$ cat src/rtl/wesd_pkg.sv
package wesd_pkg;

   // field and datapath widths
   localparam int TPM_W       = 16;
   localparam int WIN_W       = 16;
   localparam int TIME_W      = 32;
   localparam int SPEED_W     = 16;
   localparam int DIST_W      = 32;
   localparam int WIN_CNT_W   = 16;
   localparam int TOTAL_W     = 32;
   localparam int CSR_DATA_W  = 16;
   localparam int CSR_INDEX_W = 1;

   // serial multiplier: elapsed time times ticks per meter
   localparam int MUL_A_W   = TIME_W;
   localparam int MUL_B_W   = TPM_W;
   localparam int MUL_P_W   = MUL_A_W + MUL_B_W;
   localparam int MUL_CNT_W = $clog2(MUL_B_W);

   // serial divider: numerator fits 40 bits, denominator up to the product width
   localparam int DIV_NUM_W = 40;
   localparam int DIV_DEN_W = MUL_P_W;
   localparam int DIV_CNT_W = $clog2(DIV_NUM_W);

   // scale constants
   localparam logic [TPM_W-1:0] TPM_RESET   = 16'd100;
   localparam logic [WIN_W-1:0] WIN_RESET   = 16'd1000;
   localparam int               SPEED_SCALE = 100000;
   localparam int               DIST_SCALE  = 200;

   // configuration register indexes
   typedef enum logic [CSR_INDEX_W-1:0] {
      CSR_TICKS_PER_METER = 1'b0,
      CSR_WINDOW_MS       = 1'b1
   } csr_index_type;

   typedef struct packed {
      logic              pin_level;
      logic [TIME_W-1:0] time_ms;
   } req_word_type;

   typedef struct packed {
      logic [SPEED_W-1:0] speed_cm_per_s;
      logic [DIST_W-1:0]  distance_cm;
      logic               window_closed;
   } rsp_word_type;

endpackage

$ cat src/rtl/wesd_mul.sv
module wesd_mul
   import wesd_pkg::*;
(
   input  logic               clock,
   input  logic               reset,
   input  logic               start,
   input  logic [MUL_A_W-1:0] mcand,
   input  logic [MUL_B_W-1:0] mplier,
   output logic               done,
   output logic [MUL_P_W-1:0] prod
);

   logic [MUL_P_W-1:0]   acc_ff, acc_in;
   logic [MUL_P_W-1:0]   mc_ff, mc_in;
   logic [MUL_B_W-1:0]   mp_ff, mp_in;
   logic [MUL_CNT_W-1:0] cnt_ff, cnt_in;
   logic                 busy_ff, busy_in;
   logic                 done_ff, done_in;

   // one multiplier bit per cycle, shift-add
   always_comb begin
      acc_in  = acc_ff;
      mc_in   = mc_ff;
      mp_in   = mp_ff;
      cnt_in  = cnt_ff;
      busy_in = busy_ff;
      done_in = 1'b0;
      if (start) begin
         acc_in  = '0;
         mc_in   = MUL_P_W'(mcand);
         mp_in   = mplier;
         cnt_in  = '0;
         busy_in = 1'b1;
      end else if (busy_ff) begin
         if (mp_ff[0]) begin
            acc_in = acc_ff + mc_ff;
         end
         mc_in  = mc_ff << 1;
         mp_in  = mp_ff >> 1;
         cnt_in = cnt_ff + 1'b1;
         if (cnt_ff == MUL_CNT_W'(MUL_B_W - 1)) begin
            busy_in = 1'b0;
            done_in = 1'b1;
         end
      end
   end

   always_ff @(posedge clock) begin
      if (reset) begin
         busy_ff <= 1'b0;
         done_ff <= 1'b0;
         cnt_ff  <= '0;
      end else begin
         busy_ff <= busy_in;
         done_ff <= done_in;
         cnt_ff  <= cnt_in;
      end
   end

   always_ff @(posedge clock) begin
      acc_ff <= acc_in;
      mc_ff  <= mc_in;
      mp_ff  <= mp_in;
   end

   assign done = done_ff;
   assign prod = acc_ff;

endmodule

$ cat src/rtl/wesd_div.sv
module wesd_div
   import wesd_pkg::*;
(
   input  logic                 clock,
   input  logic                 reset,
   input  logic                 start,
   input  logic [DIV_NUM_W-1:0] num,
   input  logic [DIV_DEN_W-1:0] den,
   output logic                 done,
   output logic [DIV_NUM_W-1:0] quot
);

   logic [DIV_NUM_W-1:0] q_ff, q_in;
   logic [DIV_DEN_W-1:0] rem_ff, rem_in;
   logic [DIV_DEN_W-1:0] den_ff, den_in;
   logic [DIV_CNT_W-1:0] cnt_ff, cnt_in;
   logic                 busy_ff, busy_in;
   logic                 done_ff, done_in;
   logic [DIV_DEN_W:0]   rem_sh;
   logic [DIV_DEN_W:0]   rem_sub;
   logic                 fits;

   // restoring division, one quotient bit per cycle; numerator shifts out
   // of the quotient register as quotient bits shift in
   always_comb begin
      rem_sh  = {rem_ff, q_ff[DIV_NUM_W-1]};
      rem_sub = rem_sh - {1'b0, den_ff};
      fits    = rem_sh >= {1'b0, den_ff};
      q_in    = q_ff;
      rem_in  = rem_ff;
      den_in  = den_ff;
      cnt_in  = cnt_ff;
      busy_in = busy_ff;
      done_in = 1'b0;
      if (start) begin
         q_in    = num;
         rem_in  = '0;
         den_in  = den;
         cnt_in  = '0;
         busy_in = 1'b1;
      end else if (busy_ff) begin
         rem_in = fits ? rem_sub[DIV_DEN_W-1:0] : rem_sh[DIV_DEN_W-1:0];
         q_in   = {q_ff[DIV_NUM_W-2:0], fits};
         cnt_in = cnt_ff + 1'b1;
         if (cnt_ff == DIV_CNT_W'(DIV_NUM_W - 1)) begin
            busy_in = 1'b0;
            done_in = 1'b1;
         end
      end
   end

   always_ff @(posedge clock) begin
      if (reset) begin
         busy_ff <= 1'b0;
         done_ff <= 1'b0;
         cnt_ff  <= '0;
      end else begin
         busy_ff <= busy_in;
         done_ff <= done_in;
         cnt_ff  <= cnt_in;
      end
   end

   always_ff @(posedge clock) begin
      q_ff   <= q_in;
      rem_ff <= rem_in;
      den_ff <= den_in;
   end

   assign done = done_ff;
   assign quot = q_ff;

endmodule

$ cat src/rtl/wheel_encoder_speed_distance.sv
// A word that closes a window runs a serial multiply, then two divisions
// (speed, then distance); any other word runs the distance division alone.
// One word at a time: the input stalls from an accepted word until its result
// sits in the output register, which waits while an earlier result is stalled.
// Reset (synchronous, active high): counters, window start and speed clear;
// ticks per meter returns to 100 and the window length to 1000 ms.
module wheel_encoder_speed_distance
   import wesd_pkg::*;
(
   input  logic                   clock,
   input  logic                   reset,
   input  logic                   req_valid,
   output logic                   req_stall,
   input  req_word_type           req_data,
   output logic                   rsp_valid,
   input  logic                   rsp_stall,
   output rsp_word_type           rsp_data,
   input  logic                   csr_we,
   input  logic [CSR_INDEX_W-1:0] csr_index,
   input  logic [CSR_DATA_W-1:0]  csr_wdata
);

   typedef enum logic [4:0] {
      S_IDLE = 5'b00001,
      S_MUL  = 5'b00010,
      S_DSPD = 5'b00100,
      S_DDST = 5'b01000,
      S_LOAD = 5'b10000
   } state_type;

   state_type            state_ff, state_in;
   logic [TPM_W-1:0]     tpm_ff;
   logic [WIN_W-1:0]     win_ff;
   logic                 last_level_ff, last_level_in;
   logic [WIN_CNT_W-1:0] wticks_ff, wticks_in;
   logic [WIN_CNT_W-1:0] wsnap_ff, wsnap_in;
   logic [TOTAL_W-1:0]   total_ff, total_in;
   logic [TIME_W-1:0]    wstart_ff, wstart_in;
   logic [TIME_W-1:0]    elapsed_ff, elapsed_in;
   logic [SPEED_W-1:0]   speed_ff, speed_in;
   logic [DIST_W-1:0]    dist_ff, dist_in;
   logic                 closed_ff, closed_in;
   logic                 mul_go_ff, mul_go_in;
   logic                 div_go_ff, div_go_in;
   logic                 div_dist_ff, div_dist_in;
   logic                 rsp_valid_ff, rsp_valid_in;
   rsp_word_type         rsp_data_ff, rsp_data_in;

   logic                 req_acc;
   logic                 rise;
   logic [WIN_CNT_W-1:0] wticks_cnt;
   logic [TOTAL_W-1:0]   total_cnt;
   logic [TIME_W-1:0]    elapsed;
   logic                 closes;
   logic [TPM_W-1:0]     tpm_eff;
   logic [DIV_NUM_W-1:0] speed_num;
   logic [DIV_NUM_W-1:0] dist_num;
   logic [DIV_NUM_W-1:0] div_num;
   logic [DIV_DEN_W-1:0] div_den;
   logic                 mul_done;
   logic [MUL_P_W-1:0]   mul_prod;
   logic                 div_done;
   logic [DIV_NUM_W-1:0] div_quot;

   // configuration registers
   always_ff @(posedge clock) begin
      if (reset) begin
         tpm_ff <= TPM_RESET;
         win_ff <= WIN_RESET;
      end else if (csr_we) begin
         unique case (csr_index_type'(csr_index))
            CSR_TICKS_PER_METER: tpm_ff <= csr_wdata[TPM_W-1:0];
            CSR_WINDOW_MS:       win_ff <= csr_wdata[WIN_W-1:0];
            default:             ;
         endcase
      end
   end

   // a zero stripe count behaves as one
   assign tpm_eff = (tpm_ff == '0) ? TPM_W'(1) : tpm_ff;

   // edge detect, saturating counts and window test for an incoming word
   assign req_acc    = req_valid && !req_stall;
   assign rise       = !last_level_ff && req_data.pin_level;
   assign wticks_cnt = (rise && wticks_ff != '1) ? wticks_ff + 1'b1 : wticks_ff;
   assign total_cnt  = (rise && total_ff != '1) ? total_ff + 1'b1 : total_ff;
   assign elapsed    = req_data.time_ms - wstart_ff;
   assign closes     = elapsed > TIME_W'(win_ff);

   // divider operands: speed or distance
   assign speed_num = DIV_NUM_W'(wsnap_ff) * DIV_NUM_W'(SPEED_SCALE);
   assign dist_num  = DIV_NUM_W'(total_ff) * DIV_NUM_W'(DIST_SCALE) + DIV_NUM_W'(tpm_eff);
   assign div_num   = div_dist_ff ? dist_num : speed_num;
   assign div_den   = div_dist_ff ? DIV_DEN_W'({tpm_eff, 1'b0}) : mul_prod;

   wesd_mul u_mul (
      .clock  (clock),
      .reset  (reset),
      .start  (mul_go_ff),
      .mcand  (elapsed_ff),
      .mplier (tpm_eff),
      .done   (mul_done),
      .prod   (mul_prod)
   );

   wesd_div u_div (
      .clock (clock),
      .reset (reset),
      .start (div_go_ff),
      .num   (div_num),
      .den   (div_den),
      .done  (div_done),
      .quot  (div_quot)
   );

   // sequencer
   always_comb begin
      state_in      = state_ff;
      last_level_in = last_level_ff;
      wticks_in     = wticks_ff;
      wsnap_in      = wsnap_ff;
      total_in      = total_ff;
      wstart_in     = wstart_ff;
      elapsed_in    = elapsed_ff;
      speed_in      = speed_ff;
      dist_in       = dist_ff;
      closed_in     = closed_ff;
      mul_go_in     = 1'b0;
      div_go_in     = 1'b0;
      div_dist_in   = div_dist_ff;
      rsp_valid_in  = rsp_valid_ff && rsp_stall;
      rsp_data_in   = rsp_data_ff;
      unique case (state_ff)
         S_IDLE: begin
            if (req_acc) begin
               last_level_in = req_data.pin_level;
               total_in      = total_cnt;
               wsnap_in      = wticks_cnt;
               elapsed_in    = elapsed;
               closed_in     = closes;
               if (closes) begin
                  wticks_in = '0;
                  wstart_in = req_data.time_ms;
                  mul_go_in = 1'b1;
                  state_in  = S_MUL;
               end else begin
                  wticks_in   = wticks_cnt;
                  div_go_in   = 1'b1;
                  div_dist_in = 1'b1;
                  state_in    = S_DDST;
               end
            end
         end
         S_MUL: begin
            if (mul_done) begin
               div_go_in   = 1'b1;
               div_dist_in = 1'b0;
               state_in    = S_DSPD;
            end
         end
         S_DSPD: begin
            if (div_done) begin
               speed_in    = (|div_quot[DIV_NUM_W-1:SPEED_W]) ? '1 : div_quot[SPEED_W-1:0];
               div_go_in   = 1'b1;
               div_dist_in = 1'b1;
               state_in    = S_DDST;
            end
         end
         S_DDST: begin
            if (div_done) begin
               dist_in  = (|div_quot[DIV_NUM_W-1:DIST_W]) ? '1 : div_quot[DIST_W-1:0];
               state_in = S_LOAD;
            end
         end
         S_LOAD: begin
            // hold until the output register is free
            if (!rsp_valid_ff || !rsp_stall) begin
               rsp_valid_in               = 1'b1;
               rsp_data_in.speed_cm_per_s = speed_ff;
               rsp_data_in.distance_cm    = dist_ff;
               rsp_data_in.window_closed  = closed_ff;
               state_in                   = S_IDLE;
            end
         end
         default: state_in = S_IDLE;
      endcase
   end

   always_ff @(posedge clock) begin
      if (reset) begin
         state_ff      <= S_IDLE;
         last_level_ff <= 1'b0;
         wticks_ff     <= '0;
         total_ff      <= '0;
         wstart_ff     <= '0;
         speed_ff      <= '0;
         mul_go_ff     <= 1'b0;
         div_go_ff     <= 1'b0;
         rsp_valid_ff  <= 1'b0;
      end else begin
         state_ff      <= state_in;
         last_level_ff <= last_level_in;
         wticks_ff     <= wticks_in;
         total_ff      <= total_in;
         wstart_ff     <= wstart_in;
         speed_ff      <= speed_in;
         mul_go_ff     <= mul_go_in;
         div_go_ff     <= div_go_in;
         rsp_valid_ff  <= rsp_valid_in;
      end
   end

   always_ff @(posedge clock) begin
      wsnap_ff    <= wsnap_in;
      elapsed_ff  <= elapsed_in;
      dist_ff     <= dist_in;
      closed_ff   <= closed_in;
      div_dist_ff <= div_dist_in;
      rsp_data_ff <= rsp_data_in;
   end

   assign req_stall = (state_ff != S_IDLE);
   assign rsp_valid = rsp_valid_ff;
   assign rsp_data  = rsp_data_ff;

endmodule

$ cat config.mk
export PLATFORM = sky130hd
export DESIGN_NAME = wheel_encoder_speed_distance
export DESIGN_NICKNAME = d
export VERILOG_FILES = /design/src/rtl/wesd_pkg.sv /design/src/rtl/wesd_mul.sv /design/src/rtl/wesd_div.sv /design/src/rtl/wheel_encoder_speed_distance.sv
export SDC_FILE = /design/constraint.sdc
export NUM_CORES = 2
export LEC_CHECK = 0
export BUFFER_PORTS_ARGS = -buffer_cell sky130_fd_sc_hd__buf_4
export CAP_MARGIN = 0
export CORE_UTILIZATION = 50
export DETAILED_ROUTE_END_ITERATION = 8
export GPL_TIMING_DRIVEN = 0
export PLACE_DENSITY = 0.66
export REMOVE_ABC_BUFFERS = 1
export SLEW_MARGIN = 5
export SYNTH_ARGS = -nofsm -noshare
export SYNTH_HDL_FRONTEND = slang
export SYNTH_SLANG_ARGS = --single-unit
$ cat constraint.sdc
create_clock -name clock -period 6.61 [get_ports clock]
set_clock_uncertainty 0.15 [all_clocks]
set_input_delay 0.3305 -clock clock [delete_from_list [all_inputs] [get_ports clock]]
set_output_delay 0.3305 -clock clock [all_outputs]
set_load 0.02 [all_outputs]
==> summary.txt <==
Outcome
  – Outcome: finished, final reports clean

Critical path
  – Setup crit start: wstart_ff[0]
  – Reg2reg setup slack: 370 ps
  – Crit path buf inv count: 1
  – RR Startpoint: wstart_ff[0]
  – Most frequent CP cell: o21ai_0
  – R2R cell count: 20
  – Critical path depth in cells: 20
  – Critical Path Sink Type: flop
  – Worst Path Arrival: 6630 ps
  – Critical-path top delay cell: nor3_2
  – CP Class: reg -> reg
  – CP Data Required Time: 7000 ps
  – Critical Path, Cell by Cell: ha_1 -> inv_1 -> fa_1 -> a21o_1 -> a311o_1 -> a211oi_1 -> nor2_1 -> a21oi_1 -> xnor2_1 -> ha_1 -> a21o_1 -> a211oi_1 -> o211ai_1 -> o21ai_0 -> nand3b_1 -> nor4_1 -> nand4_1 -> nor3_2 -> o21ai_0 -> o21ai_0
  – RR Endpoint: wticks_ff[2]
  – CP endpoint: wticks_ff[2]
  – Crit Path Max Fanout: 11
  – Max incr delay on CP: 920 ps
  – Delay-heaviest family, CP: compound AO/OA/AOI/OAI gates
  – CP Launch Type: flop

Synth
  – Gate Count Post-Synth: 3897
  – Sequential area share after synthesis: 37.0%
  – Syn_area_per_cell: 9.22 um^2
  – FF+latch count, synth: 530
  – Count leader, synth: inv_1
  – Top cells by count, synth: inv_1, ha_1, nor2_1
  – Ys Warns: 0
  – Async SR Flop Fraction: 0%
  – Ys flop type: edfxtp_1
  – Synth area leaders: edfxtp_1, dfxtp_1, ha_1
  – Count of different cell masters after synthesis: 81
  – Area share of the largest cell type after synthesis: 22.3%
  – Cell Area, Synth: 35900 um^2
  – Leading area contributor after synthesis: edfxtp_1
  – Number of enable flip-flop cells after synthesis: 267

STA
  – Setup TNS Final: 0 ps
  – Final Critical Period: 6240 ps
  – Final Slew Violations: 0
  – Hold WS: 102 ps
  – Tcrit/Tclk final: 94.4%
  – Slew HR: 20.2%
  – Max Fclk: 0.160 GHz
  – Final Hold Viols: 0
  – Worst slew pin tran: 1190 ps
  – Final Worst Setup Slack: 368 ps
  – # setup viols final: 0

Power and ir drop
  – Static Leakage: 17.0 nW
  – Cell Int Power: 7.94 mW
  – Pwr Density: 307 nW/um^2
  – Total power: 12.4 mW
  – Sw frac: 35.7%
  – Clock power share: 26.7%
  – Logic pwr share: 39.8%
  – VDD IR max: 0.217 mV
  – Sequential power share: 33.5%
  – Psw: 4.42 mW

Final layout
  – Area growth syn-to-layout: 12.0%
  – Layout Utilization: 57.0%
  – # diodes: 0
  – Fill cells: 6327
  – Fin nets: 4467
  – Layout cells sized above 1: 8.94%
  – Layout Cells excl Fill: 4967
  – Final Cell Area: 40200 um^2

Placed design
  – DP HPWL: 59.8 mm
  – Routability cong.: 0.871
  – Pre-CTS setup slack: -386 ps
  – IO Port Bufs: 105
  – Cell Area, Placed: 37700 um^2
  – Inst Count DP: 4801

Floorplanning
  – Die area: 73000 um^2
  – FP Rows: 97
  – Top Ports: 106
  – DIE WIDTH: 270 um
  – Core Area: 70600 um^2
  – Die H: 270 um
  – Initial core utilization: 50.9%

Detailed routing
  – Initial DRC count: 1704
  – ANT nets after route: 0
  – Initial DRT Pass Iterations: 5
  – DR vias/cell: 5.44
  – Via Count: 27000
  – Residual DRC: 0
  – WL final: 80.3 mm
  – Average wire per standard cell: 16.2 um

Clock network
  – CTS Buf Count: 58
  – Worst skew pair latency: 630 ps
  – CTS root buf: clkbuf_16
  – CTS clock-pin slew for the worst setup and hold paths: 60 ps
  – Total clock sinks: 530
  – CTS tree: yes
  – CTS H-tree lvls: 2
  – Clock Tree Buf Depth: 3

GRT
  – Vias in the first global route: 25400
  – Largest net degree at the start of global routing: 102
  – Antenna violations before repair: 1
  – Grt total ovfl: 0
  – Wire length of the first global-routing pass: 131 mm
  – GRT Util Overall: 21.7%

Hold path
  – Hold Path Class: in -> reg

Run
  – Max-cap violations: 0
[timing repair]
item                       4_1_cts  5_1_grt
pin swaps                        1        1
buffers inserted                 0        2
hold endpoints to repair        69        0
gates cloned                     1        0
setup endpoints to repair       32       28
hold buffers                    52        0
resized for setup                0        0
[layout by cell type (no fill, tap or decap), drive strengths merged, types with 23 or more instances in the layout]
cell	count
fa	75
or2	39
inv	375
nand3	91
mux2	66
dfxtp	263
clkinv	23
xor2	81
nor2	332
nand4	47
nor3	60
clkbuf	73
a21oi	305
nand2b	97
nor2b	65
xnor2	151
o21bai	23
o21ai	131
buf	127
dlygate4sd3	52
and2	27
mux2i	73
and3	31
a31oi	24
nand2	319
ha	360
edfxtp	267
a211oi	61
a21o	99
o21a	28
[sequential cells by signal, summed over array words and instances, names as in the netlist, 32 cells and up]
name          count
rsp_data         49
elapsed_ff       32
dist_ff          32
u_mul.mc_ff      48
wstart_ff        32
u_div.den_ff     48
u_mul.prod       48
u_div.rem_ff     48
total_ff         32
u_div.quot       40
[routing by layer]
metal / vias to the layer above / wire, um / track usage (%)
met3: 90 / 3210 / 2.59
met5: - / 0 / 0
met2: 452 / 34000 / 32.8
met4: 0 / 1470 / 4.87
met1: 12600 / 41600 / 32.9
li1: 13800 / - / -
[cell type report]
type | count | area, um^2 | share of cell area, %
clock inverter | 37 | 383 | 0.951
sequential | 530 | 13300 | 33.0
inverter | 373 | 1400 | 3.48
multi-input combinational | 2835 | 20700 | 51.4
tap | 940 | 1180 | 2.92
clock buffer | 73 | 1570 | 3.90
timing repair buffer | 179 | 1740 | 4.32
[kinds of logic after synthesis]
family / synth area share (%)
flops: 37.0
simple gates: 16.6
compound gates: 14.3
mux: 4.10
xor+xnor: 5.65
fa+ha+maj: 16.7
buf+inv: 5.65
[worst reg2reg max path: cells and delay by family, from the launching register on]
family          cells  cell delay (ps)
compound gates     10             2670
xor+xnor            1              180
fa+ha+maj           3              870
buf+inv             1               60
flops               1              320
simple gates        5             1910
[how the worst min path moves through the flow]
stage	start	endpoint	slack, ps	cells past startpoint
after floorplan	reset	last_level_ff	250	1
after global placement	dist_ff[16]	rsp_data[17]	250	0
after detailed placement	dist_ff[31]	rsp_data[32]	250	0
after CTS	csr_index	tpm_ff[4]	70	4
after global routing	req_data[0]	elapsed_ff[0]	120	4
final	csr_index	tpm_ff[4]	100	4
[power by group through the flow]
stage	clock (mW)	sequential (mW)	combinational, mW
finish	3.30	4.14	4.92
detailed placement	0	4.21	4.85
global placement	0	4.23	4.76
global route	3.51	4.19	5.56
floorplan	0	4.12	3.88
CTS	3.38	4.14	4.91
(Power assumes the default switching activity.)
